[config.mk]
export PLATFORM = sky130hd
export DESIGN_NAME = tga_image_stream_decoder
export DESIGN_NICKNAME = d
export VERILOG_FILES = /design/src/design/tgad_pkg.sv /design/src/design/tga_image_stream_decoder.sv
export SDC_FILE = /design/constraint.sdc
export NUM_CORES = 1
export LEC_CHECK = 0
export BUFFER_PORTS_ARGS = -buffer_cell sky130_fd_sc_hd__buf_2
export CELL_PAD_IN_SITES_DETAIL_PLACEMENT = 1
export CELL_PAD_IN_SITES_GLOBAL_PLACEMENT = 1
export CORE_ASPECT_RATIO = 1.1
export CORE_UTILIZATION = 45
export CTS_BUF_LIST = sky130_fd_sc_hd__clkbuf_8 sky130_fd_sc_hd__clkbuf_16
export DETAILED_ROUTE_END_ITERATION = 7
export PLACE_DENSITY = 0.76
export SLEW_MARGIN = 15
export SYNTH_ARGS = -nofsm -noshare
export SYNTH_HDL_FRONTEND = slang
export SYNTH_SLANG_ARGS = --single-unit
[constraint.sdc]
create_clock -name clk_i -period 6.25 [get_ports clk_i]
set_input_delay 1.5625 -clock clk_i [delete_from_list [all_inputs] [get_ports clk_i]]
set_output_delay 1.5625 -clock clk_i [all_outputs]
set_load 0.01 [all_outputs]
[src/design/tgad_pkg.sv]
// Package for the TGA stream decoder: phase, result kind and error codes, header constants.
`timescale 1ns / 1ps

package tgad_pkg;

  localparam int unsigned SigLen      = 12;
  localparam int unsigned InfoLen     = 6;
  localparam int unsigned IdxW        = 5;
  localparam logic [IdxW-1:0] TypeIdx = 5'd2;
  localparam logic [IdxW-1:0] InfoEnd = 5'(SigLen + InfoLen - 1);
  localparam logic [7:0] TypeRaw      = 8'd2;
  localparam logic [7:0] TypeRle      = 8'd10;
  localparam logic [7:0] Depth24      = 8'd24;
  localparam logic [7:0] Depth32      = 8'd32;

  localparam int unsigned TdataOutW   = 80;

  typedef enum logic [2:0] {
    PH_IDLE = 3'd0,
    PH_SIG  = 3'd1,
    PH_INFO = 3'd2,
    PH_PKT  = 3'd3,
    PH_PIX  = 3'd4,
    PH_DONE = 3'd5
  } phase_e;

  typedef enum logic [1:0] {
    KIND_PIXEL = 2'd0,
    KIND_INFO  = 2'd1,
    KIND_ERROR = 2'd2
  } kind_e;

  typedef enum logic [1:0] {
    ERR_SIGNATURE = 2'd0,
    ERR_INFO      = 2'd1,
    ERR_OVERRUN   = 2'd2
  } err_e;

  typedef struct packed {
    kind_e       kind;
    logic [7:0]  red;
    logic [7:0]  green;
    logic [7:0]  blue;
    logic [7:0]  alpha;
    logic [7:0]  repeat_res;
    logic [15:0] image_width;
    logic [15:0] image_height;
    logic        has_alpha;
    err_e        error_code;
    logic        last;
  } result_t;

endpackage

[src/design/tga_image_stream_decoder.sv]
// TGA image stream decoder: byte-wide file parser producing info, pixel and error records.
`timescale 1ns / 1ps

// The block takes a TGA file one byte per transfer on the slave stream. tuser marks the
// first byte of a file and restarts parsing at any point. The twelve signature bytes are
// checked for uncompressed (type 2) or run-length (type 10) true-colour, then six info
// bytes give width, height and depth. One info record follows, then one pixel record per
// raw pixel, or one record with a repeat count per run packet, colours reordered from
// BGR(A) to RGB(A). Errors (bad signature, bad info, packet overrunning the image) end the
// image; tlast marks the final record of an image, errors included.
// Every byte is handled by a single registered pass: the parser state and the result are
// both updated at the edge that accepts the byte, the record going to the output register,
// or the skid entry if it is full. One byte is taken every cycle while tready is high.
// Results leave through an output register backed by one skid entry; tready on the slave
// side falls only when both hold a record, so a receiver stall costs input cycles only
// once two records are waiting. After reset the block waits for a byte with tuser set;
// bytes after the last pixel, and bytes of a rejected file, are dropped silently.
module tga_image_stream_decoder
  import tgad_pkg::*;
(
  input  logic                 clk_i,
  input  logic                 rst_ni,
  input  logic                 s_axis_tvalid_i,
  output logic                 s_axis_tready_o,
  input  logic [7:0]           s_axis_tdata_i,   // [7:0] data_byte
  input  logic                 s_axis_tuser_i,   // [0] first
  output logic                 m_axis_tvalid_o,
  input  logic                 m_axis_tready_i,
  // [7:0] red, [15:8] green, [23:16] blue, [31:24] alpha, [39:32] repeat_res,
  // [55:40] image_width, [71:56] image_height, [72] has_alpha, [74:73] error_code,
  // [79:75] zero
  output logic [TdataOutW-1:0] m_axis_tdata_o,
  output logic [1:0]           m_axis_tuser_o,   // [1:0] kind
  output logic                 m_axis_tlast_o
);

  // Parser state.
  phase_e          phase_q, phase_d;
  logic [IdxW-1:0] byte_index_q, byte_index_d;
  logic            is_compressed_q, is_compressed_d;
  logic [15:0]     width_q, width_d;
  logic [15:0]     height_q, height_d;
  logic            depth_is_32_q, depth_is_32_d;
  logic [31:0]     pixels_left_q, pixels_left_d;
  logic [7:0]      packet_left_q, packet_left_d;
  logic            packet_is_run_q, packet_is_run_d;
  logic [23:0]     color_q, color_d;
  logic [1:0]      byte_in_pixel_q, byte_in_pixel_d;

  // Output register and skid entry.
  result_t out_q, out_d, skid_q, skid_d;
  logic    out_valid_q, out_valid_d, skid_valid_q, skid_valid_d;

  logic       accept, take;
  logic [7:0] b;
  phase_e     cur_phase;
  logic [IdxW-1:0] cur_index;
  logic [IdxW-1:0] info_k;

  // Decoded conditions shared by the next-state and result logic.
  logic        sig_bad, sig_end;
  logic        info_end, info_bad;
  logic [7:0]  pkt_count;
  logic        pkt_overrun;
  logic        pix_complete;
  logic [7:0]  rep;
  logic        pix_done, pkt_done;
  logic [23:0] color_now;
  logic        res_valid;
  result_t     res;

  assign s_axis_tready_o = ~skid_valid_q;
  assign accept = s_axis_tvalid_i & s_axis_tready_o;
  assign take   = out_valid_q & m_axis_tready_i;
  assign b      = s_axis_tdata_i;

  // A first byte restarts parsing as signature byte zero.
  assign cur_phase = s_axis_tuser_i ? PH_SIG : phase_q;
  assign cur_index = s_axis_tuser_i ? '0 : byte_index_q;
  assign info_k    = cur_index - IdxW'(SigLen);

  assign sig_bad = (cur_index == TypeIdx) ? !(b inside {TypeRaw, TypeRle}) : (b != 8'd0);
  assign sig_end = (cur_index == IdxW'(SigLen - 1));

  assign info_end = (cur_index == InfoEnd);
  assign info_bad = (width_q == 16'd0) || (height_q == 16'd0) ||
                    !(color_q[7:0] inside {Depth24, Depth32});

  // Raw header n gives n+1 pixels, run header n gives n-127: both are the low seven bits
  // plus one.
  assign pkt_count   = {1'b0, b[6:0]} + 8'd1;
  assign pkt_overrun = {24'd0, pkt_count} > pixels_left_q;

  assign pix_complete = depth_is_32_q ? (byte_in_pixel_q == 2'd3) : (byte_in_pixel_q == 2'd2);
  assign rep          = (is_compressed_q && packet_is_run_q) ? packet_left_q : 8'd1;
  assign pix_done     = {24'd0, rep} >= pixels_left_q;
  assign pkt_done     = rep >= packet_left_q;

  // Colour bytes with the current byte placed; blue is stored first, red third.
  always_comb begin
    color_now = color_q;
    case (byte_in_pixel_q)
      2'd0:    color_now[7:0]   = b;
      2'd1:    color_now[15:8]  = b;
      2'd2:    color_now[23:16] = b;
      default: color_now = color_q;
    endcase
  end

  // Next phase.
  always_comb begin
    phase_d = phase_q;
    if (accept) begin
      phase_d = cur_phase;
      case (cur_phase)
        PH_SIG: begin
          if (sig_bad) begin
            phase_d = PH_DONE;
          end else if (sig_end) begin
            phase_d = PH_INFO;
          end
        end
        PH_INFO: begin
          if (info_end) begin
            if (info_bad) begin
              phase_d = PH_DONE;
            end else if (is_compressed_q) begin
              phase_d = PH_PKT;
            end else begin
              phase_d = PH_PIX;
            end
          end
        end
        PH_PKT: begin
          phase_d = pkt_overrun ? PH_DONE : PH_PIX;
        end
        PH_PIX: begin
          if (pix_complete) begin
            if (pix_done) begin
              phase_d = PH_DONE;
            end else if (is_compressed_q && pkt_done) begin
              phase_d = PH_PKT;
            end
          end
        end
        default: phase_d = cur_phase;
      endcase
    end
  end

  // Data state and the result of the accepted byte.
  always_comb begin
    byte_index_d    = byte_index_q;
    is_compressed_d = is_compressed_q;
    width_d         = width_q;
    height_d        = height_q;
    depth_is_32_d   = depth_is_32_q;
    pixels_left_d   = pixels_left_q;
    packet_left_d   = packet_left_q;
    packet_is_run_d = packet_is_run_q;
    color_d         = color_q;
    byte_in_pixel_d = byte_in_pixel_q;
    res_valid       = 1'b0;
    res             = '0;
    if (accept) begin
      byte_index_d = cur_index;
      case (cur_phase)
        PH_SIG: begin
          if (sig_bad) begin
            res_valid      = 1'b1;
            res.kind       = KIND_ERROR;
            res.error_code = ERR_SIGNATURE;
            res.last       = 1'b1;
          end else begin
            if (cur_index == TypeIdx) begin
              is_compressed_d = (b == TypeRle);
            end
            byte_index_d = cur_index + IdxW'(1);
          end
        end
        PH_INFO: begin
          byte_index_d = cur_index + IdxW'(1);
          case (info_k)
            5'd0:    width_d[7:0]   = b;
            5'd1:    width_d[15:8]  = b;
            5'd2:    height_d[7:0]  = b;
            5'd3:    height_d[15:8] = b;
            5'd4:    color_d        = {16'd0, b};
            default: color_d        = color_q;
          endcase
          if (info_end) begin
            color_d   = '0;
            res_valid = 1'b1;
            res.last  = info_bad;
            if (info_bad) begin
              res.kind       = KIND_ERROR;
              res.error_code = ERR_INFO;
            end else begin
              depth_is_32_d    = (color_q[7:0] == Depth32);
              pixels_left_d    = 32'(width_q) * 32'(height_q);
              byte_in_pixel_d  = 2'd0;
              packet_is_run_d  = is_compressed_q ? packet_is_run_q : 1'b0;
              res.kind         = KIND_INFO;
              res.image_width  = width_q;
              res.image_height = height_q;
              res.has_alpha    = (color_q[7:0] == Depth32);
            end
          end
        end
        PH_PKT: begin
          if (pkt_overrun) begin
            res_valid      = 1'b1;
            res.kind       = KIND_ERROR;
            res.error_code = ERR_OVERRUN;
            res.last       = 1'b1;
          end else begin
            packet_is_run_d = b[7];
            packet_left_d   = pkt_count;
            byte_in_pixel_d = 2'd0;
            color_d         = '0;
          end
        end
        PH_PIX: begin
          if (pix_complete) begin
            byte_in_pixel_d = 2'd0;
            color_d         = '0;
            pixels_left_d   = pix_done ? 32'd0 : pixels_left_q - {24'd0, rep};
            if (is_compressed_q) begin
              packet_left_d = pkt_done ? 8'd0 : packet_left_q - rep;
            end
            res_valid      = 1'b1;
            res.kind       = KIND_PIXEL;
            res.red        = color_now[23:16];
            res.green      = color_now[15:8];
            res.blue       = color_now[7:0];
            res.alpha      = (byte_in_pixel_q == 2'd3) ? b : 8'd0;
            res.repeat_res = rep;
            res.has_alpha  = depth_is_32_q;
            res.last       = pix_done;
          end else begin
            color_d         = color_now;
            byte_in_pixel_d = byte_in_pixel_q + 2'd1;
          end
        end
        default: byte_index_d = cur_index;
      endcase
    end
  end

  // Output register with one skid entry behind it.
  always_comb begin
    out_d        = out_q;
    out_valid_d  = out_valid_q;
    skid_d       = skid_q;
    skid_valid_d = skid_valid_q;
    if (take) begin
      if (skid_valid_q) begin
        out_d        = skid_q;
        out_valid_d  = 1'b1;
        skid_valid_d = 1'b0;
      end else begin
        out_valid_d = 1'b0;
      end
    end
    if (res_valid) begin
      if (!out_valid_d) begin
        out_d       = res;
        out_valid_d = 1'b1;
      end else begin
        skid_d       = res;
        skid_valid_d = 1'b1;
      end
    end
  end

  always_ff @(posedge clk_i or negedge rst_ni) begin
    if (!rst_ni) begin
      phase_q         <= PH_IDLE;
      byte_index_q    <= '0;
      is_compressed_q <= 1'b0;
      width_q         <= '0;
      height_q        <= '0;
      depth_is_32_q   <= 1'b0;
      pixels_left_q   <= '0;
      packet_left_q   <= '0;
      packet_is_run_q <= 1'b0;
      color_q         <= '0;
      byte_in_pixel_q <= '0;
      out_valid_q     <= 1'b0;
      skid_valid_q    <= 1'b0;
    end else begin
      phase_q         <= phase_d;
      byte_index_q    <= byte_index_d;
      is_compressed_q <= is_compressed_d;
      width_q         <= width_d;
      height_q        <= height_d;
      depth_is_32_q   <= depth_is_32_d;
      pixels_left_q   <= pixels_left_d;
      packet_left_q   <= packet_left_d;
      packet_is_run_q <= packet_is_run_d;
      color_q         <= color_d;
      byte_in_pixel_q <= byte_in_pixel_d;
      out_valid_q     <= out_valid_d;
      skid_valid_q    <= skid_valid_d;
    end
  end

  always_ff @(posedge clk_i) begin
    out_q  <= out_d;
    skid_q <= skid_d;
  end

  assign m_axis_tvalid_o = out_valid_q;
  assign m_axis_tuser_o  = out_q.kind;
  assign m_axis_tlast_o  = out_q.last;
  assign m_axis_tdata_o  = {5'd0, out_q.error_code, out_q.has_alpha, out_q.image_height,
                            out_q.image_width, out_q.repeat_res, out_q.alpha, out_q.blue,
                            out_q.green, out_q.red};

  // The skid entry is only ever filled behind an occupied output register.
  a_skid_behind_out: assert property (@(posedge clk_i) disable iff (!rst_ni)
    skid_valid_q |-> out_valid_q)
    else $error("skid entry holds a record while the output register is empty");

  // Pixel bytes are only gathered while pixels of the image remain.
  a_pix_has_pixels: assert property (@(posedge clk_i) disable iff (!rst_ni)
    (phase_q == PH_PIX) |-> (pixels_left_q != 32'd0))
    else $error("gathering pixel bytes with no pixels left");

  // A 24-bit pixel never reaches the alpha byte.
  a_no_alpha_byte: assert property (@(posedge clk_i) disable iff (!rst_ni)
    ((phase_q == PH_PIX) && !depth_is_32_q) |-> (byte_in_pixel_q != 2'd3))
    else $error("alpha byte position reached for a 24-bit image");

  // Packet headers are only read for run-length images.
  a_pkt_compressed: assert property (@(posedge clk_i) disable iff (!rst_ni)
    (phase_q == PH_PKT) |-> is_compressed_q)
    else $error("packet header phase in an uncompressed image");

  // Every error record closes its image.
  a_error_last: assert property (@(posedge clk_i) disable iff (!rst_ni)
    (out_valid_q && (out_q.kind == KIND_ERROR)) |-> out_q.last)
    else $error("error record without last");

endmodule
==> results.py <==
metrics = {
    "place": {
        "gp_congestion": 0.910,
        "port-buffer-count": 92,
        "pre_cts_slack_ns": -0.101,
        "dp.cells": 2935,
        "hpwl_mm": 46.6,
    },
    "critical_path": {
        "reg2reg_from": "width_q[6]$_DFFE_PN0P_",
        "end_kind": "flip-flop",
        "cp.required_ns": 6.68,
        "reg2regPathDepth": 22,
        "worst-setup-path-type": "flip-flop to flip-flop",
        "path_max_fanout": 7,
        "worstSetupStartpoint": "width_q[6]$_DFFE_PN0P_",
        "cp-start-kind": "flip-flop",
        "r2r_slack_ns": 0.16,
        "r2r_end": "pixels_left_q[27]$_DFFE_PN0P_",
        "arrival_ns": 6.53,
    },
    "sta": {
        "rsz0062_at_grt": "yes",
        "setup_ws_ns": 0.156,
        "fin_skew_ns": 0.0321,
        "setup_viol": 0,
        "period_share_pct": 97.5,
        "slew_violations": 0,
        "hold_ws_ns": 0.486,
        "slew_headroom_pct": 29.9,
        "tightestPinTransition_ns": 1.05,
        "period_minus_slack_ns": 6.09,
        "finalHoldViolCount": 0,
        "fmax_mhz": 164,
    },
    "logic_synthesis": {
        "syn_area_sq_um": 21400,
        "ys_ff_latch": 267,
        "synth_area_per_cell_sq_um": 9.47,
        "yosys.area.top_type_share_pct": 18.3,
        "synth_flop_cell": "dfrtp_1",
        "synth_warnings": 0,
        "syn-instance-count": 2259,
        "yosysTopAreaCell": "fa_1",
        "synth_area_leaders": "fa_1, dfrtp_1, edfxtp_1",
        "ys_seq_area_share_pct": 31.2,
        "synth_edf_count": 78,
        "yosysUniqueCellTypes": 79,
        "async_flop_share_pct": 41.6,
    },
    "layout": {
        "drive_above_1_share_pct": 14.5,
        "nNetsFinal": 2678,
        "final_cells": 2999,
        "area_delta_synth_final_pct": 12.3,
        "fin_util_pct": 51.3,
    },
    "pwr": {
        "peakVddDrop_mv": 0.203,
        "leakage_nw": 11.8,
        "p_per_area_nw_per_um2": 257,
    },
    "global_routing": {
        "grt_start_max_net_pins": 157,
        "antenna_found_initial": 1,
        "grt_pass1_wl_mm": 99.0,
        "grt_remaining_overflow": 0,
        "grtUsageTotal_pct": 25.8,
        "first_global_vias": 18250,
    },
    "clock_tree": {
        "cts.path.max_buffers": 3,
        "cts-root-buf": "clkbuf_16",
        "cts_tree": "built",
        "cts.sink_count": 267,
        "hold_buffers": 0,
        "clk-insertion-delay-late_ns": 0.57,
        "path_clk_slew_ns": 0.06,
        "htree_levels": 1,
        "numCtsBuffers": 29,
    },
    "detailed_routing": {
        "first_pass_iters": 5,
        "drt-vias-per-instance": 5.56,
        "via_count": 16675,
        "detail-route-antenna-nets": 0,
        "drt_wl_total_mm": 61.9,
        "wire_per_inst_um": 20.7,
        "drc": 0,
        "first_iter_violations": 959,
    },
    "worst_hold_path": {
        "hold_depth": 1,
        "hold_class": "flip-flop to flip-flop",
        "worstHoldStart": "pixels_left_q[17]$_DFFE_PN0P_",
        "hold-path-endpoint": "pixels_left_q[17]$_DFFE_PN0P_",
    },
    "floorplan": {
        "die_width_um": 210,
        "die_h_um": 231,
        "start_util_pct": 45.7,
        "num_rows": 83,
        "io_pins": 98,
        "fp.dieArea_sq_um": 48400,
        "core_sq_um": 46800,
    },
    "job": {
        "maxCapViolCount": 0,
    },
    "run_status": {
        "outcome": "finished clean",
    },
}
[area by class of cell]
class                   instances  area, sq um
diodes                          1         2.50
clock buffers                  35          808
clock inverters                19          135
fillers                      5266        22800
inverters                     253          965
multi-input cells            1600        13400
flip-flops and latches        267         6700
well taps                     637          797
repair buffers                187         1230
[flip-flops by register name, summed over array words and instances (netlist names), 2 cells and up]
| register | count |
|---|---|
| skid_q | 78 |
| m_axis_tdata_o | 75 |
| pixels_left_q | 32 |
| color_q | 24 |
| height_q | 16 |
| width_q | 16 |
| packet_left_q | 8 |
| byte_index_q | 5 |
| phase_q | 3 |
| byte_in_pixel_q | 2 |
| m_axis_tuser_o | 2 |
[logic make-up (layout without fill, tap and decap cells)]
family / count (synthesis) / after routing / share of synthesized area, %
compound gates: 377 / 377 / 11.0
xor+xnor: 35 / 35 / 1.43
flops: 267 / 267 / 31.2
fa+ha+maj: 327 / 327 / 26.0
simple gates: 719 / 719 / 16.5
mux: 137 / 137 / 6.59
buf+inv: 396 / 494 / 7.28
other cells: 1 / 6 / 0.0175
[cells in the mapped netlist (4+ instances only)]
master    count
nor3b_1       4
buf_6         4
a31oi_1       8
nand2b_1     10
and2_1      152
nand2_1     236
fa_1        195
a21o_1       21
clkbuf_1    111
o21a_1        6
dfxtp_1      78
o22ai_1       7
nor3_1       25
a32oi_1       5
o211ai_1     10
edfxtp_1     78
a21oi_1     138
and3_1       28
xnor2_1      22
or4_1         4
mux2i_1     106
ha_1        132
xor2_1       13
a22o_1       26
nor4_1       23
o21ai_0      90
nand3_1      25
nand4_1      12
nor2_1      156
buf_4         5
mux2_2       31
inv_1       253
buf_1         5
or3_1         7
buf_2        17
o21ai_1       4
or2_2         8
dfrtp_1     111
a211oi_1     12
nor2b_1      12
a22oi_1       5
[worst max path at each step]
stage | cells after the start | to
6_report | 22 | pixels_left_q[27]$_DFFE_PN0P_
2_1_floorplan | 11 | skid_q[0]$_DFFE_PP_
3_3_place_gp | 20 | pixels_left_q[31]$_DFFE_PN0P_
4_1_cts | 21 | pixels_left_q[31]$_DFFE_PN0P_
3_5_place_dp | 19 | pixels_left_q[31]$_DFFE_PN0P_
5_1_grt | 23 | pixels_left_q[30]$_DFFE_PN0P_
[layer usage]
layer / vias to the layer above / track usage (%) / part of all wire, %
met4: 0 / 7.19 / 2.5
met2: 339 / 46.6 / 52
met1: 8579 / 32.8 / 42
li1: 7664 / - / -
met3: 93 / 2.26 / 3.2
met5: - / 0 / 0
[repair_timing]
item / in CTS / in global routing
resized for setup: 2 / 49
buffers inserted: 0 / 9
pin swaps: 0 / 18
setup endpoints to repair: 1 / 9
[cells in the final DEF, fill, tap and decap left out, types with 91 or more instances in the layout]
cell,instances
nor2_1,156
mux2i_1,106
and2_1,150
ha_1,126
fa_1,194
inv_1,252
a21oi_1,132
dfrtp_1,94
buf_2,91
nand2_1,233
[report_power, final]
group,total (mW),switching (mW),internal (mW)
Clock,1.71,0.751,0.962
Sequential,2.45,0.268,2.18
Combinational,2.00,1.18,0.822
[critical path, cell delays in order, from the launching register on]
cell and delay, ns:
dfrtp_2 0.45, buf_4 0.14, buf_4 0.14, nand2_1 0.08, fa_1 0.53, inv_1 0.05, fa_1 0.53, ha_1 0.14
inv_1 0.05, fa_1 0.46, fa_1 0.54, inv_1 0.06, fa_1 0.53, ha_4 0.23, and3_1 0.19, a221o_1 0.35
o211ai_1 0.31, a31oi_2 0.18, buf_4 0.17, o21ai_0 0.22, and3_1 0.30, xor2_1 0.21, o211ai_1 0.10
[through the flow]
stage	TNS (ns)	total power, mW	area [sq um]
6_report	0	6.16	24000
5_1_grt	-0.122	6.49	24000
4_1_cts	0	6.20	23800
3_5_place_dp	-0.101	4.47	22800
3_3_place_gp	0	4.36	22800
2_1_floorplan	-9.14	3.75	21500
(Power assumes the default switching activity.)
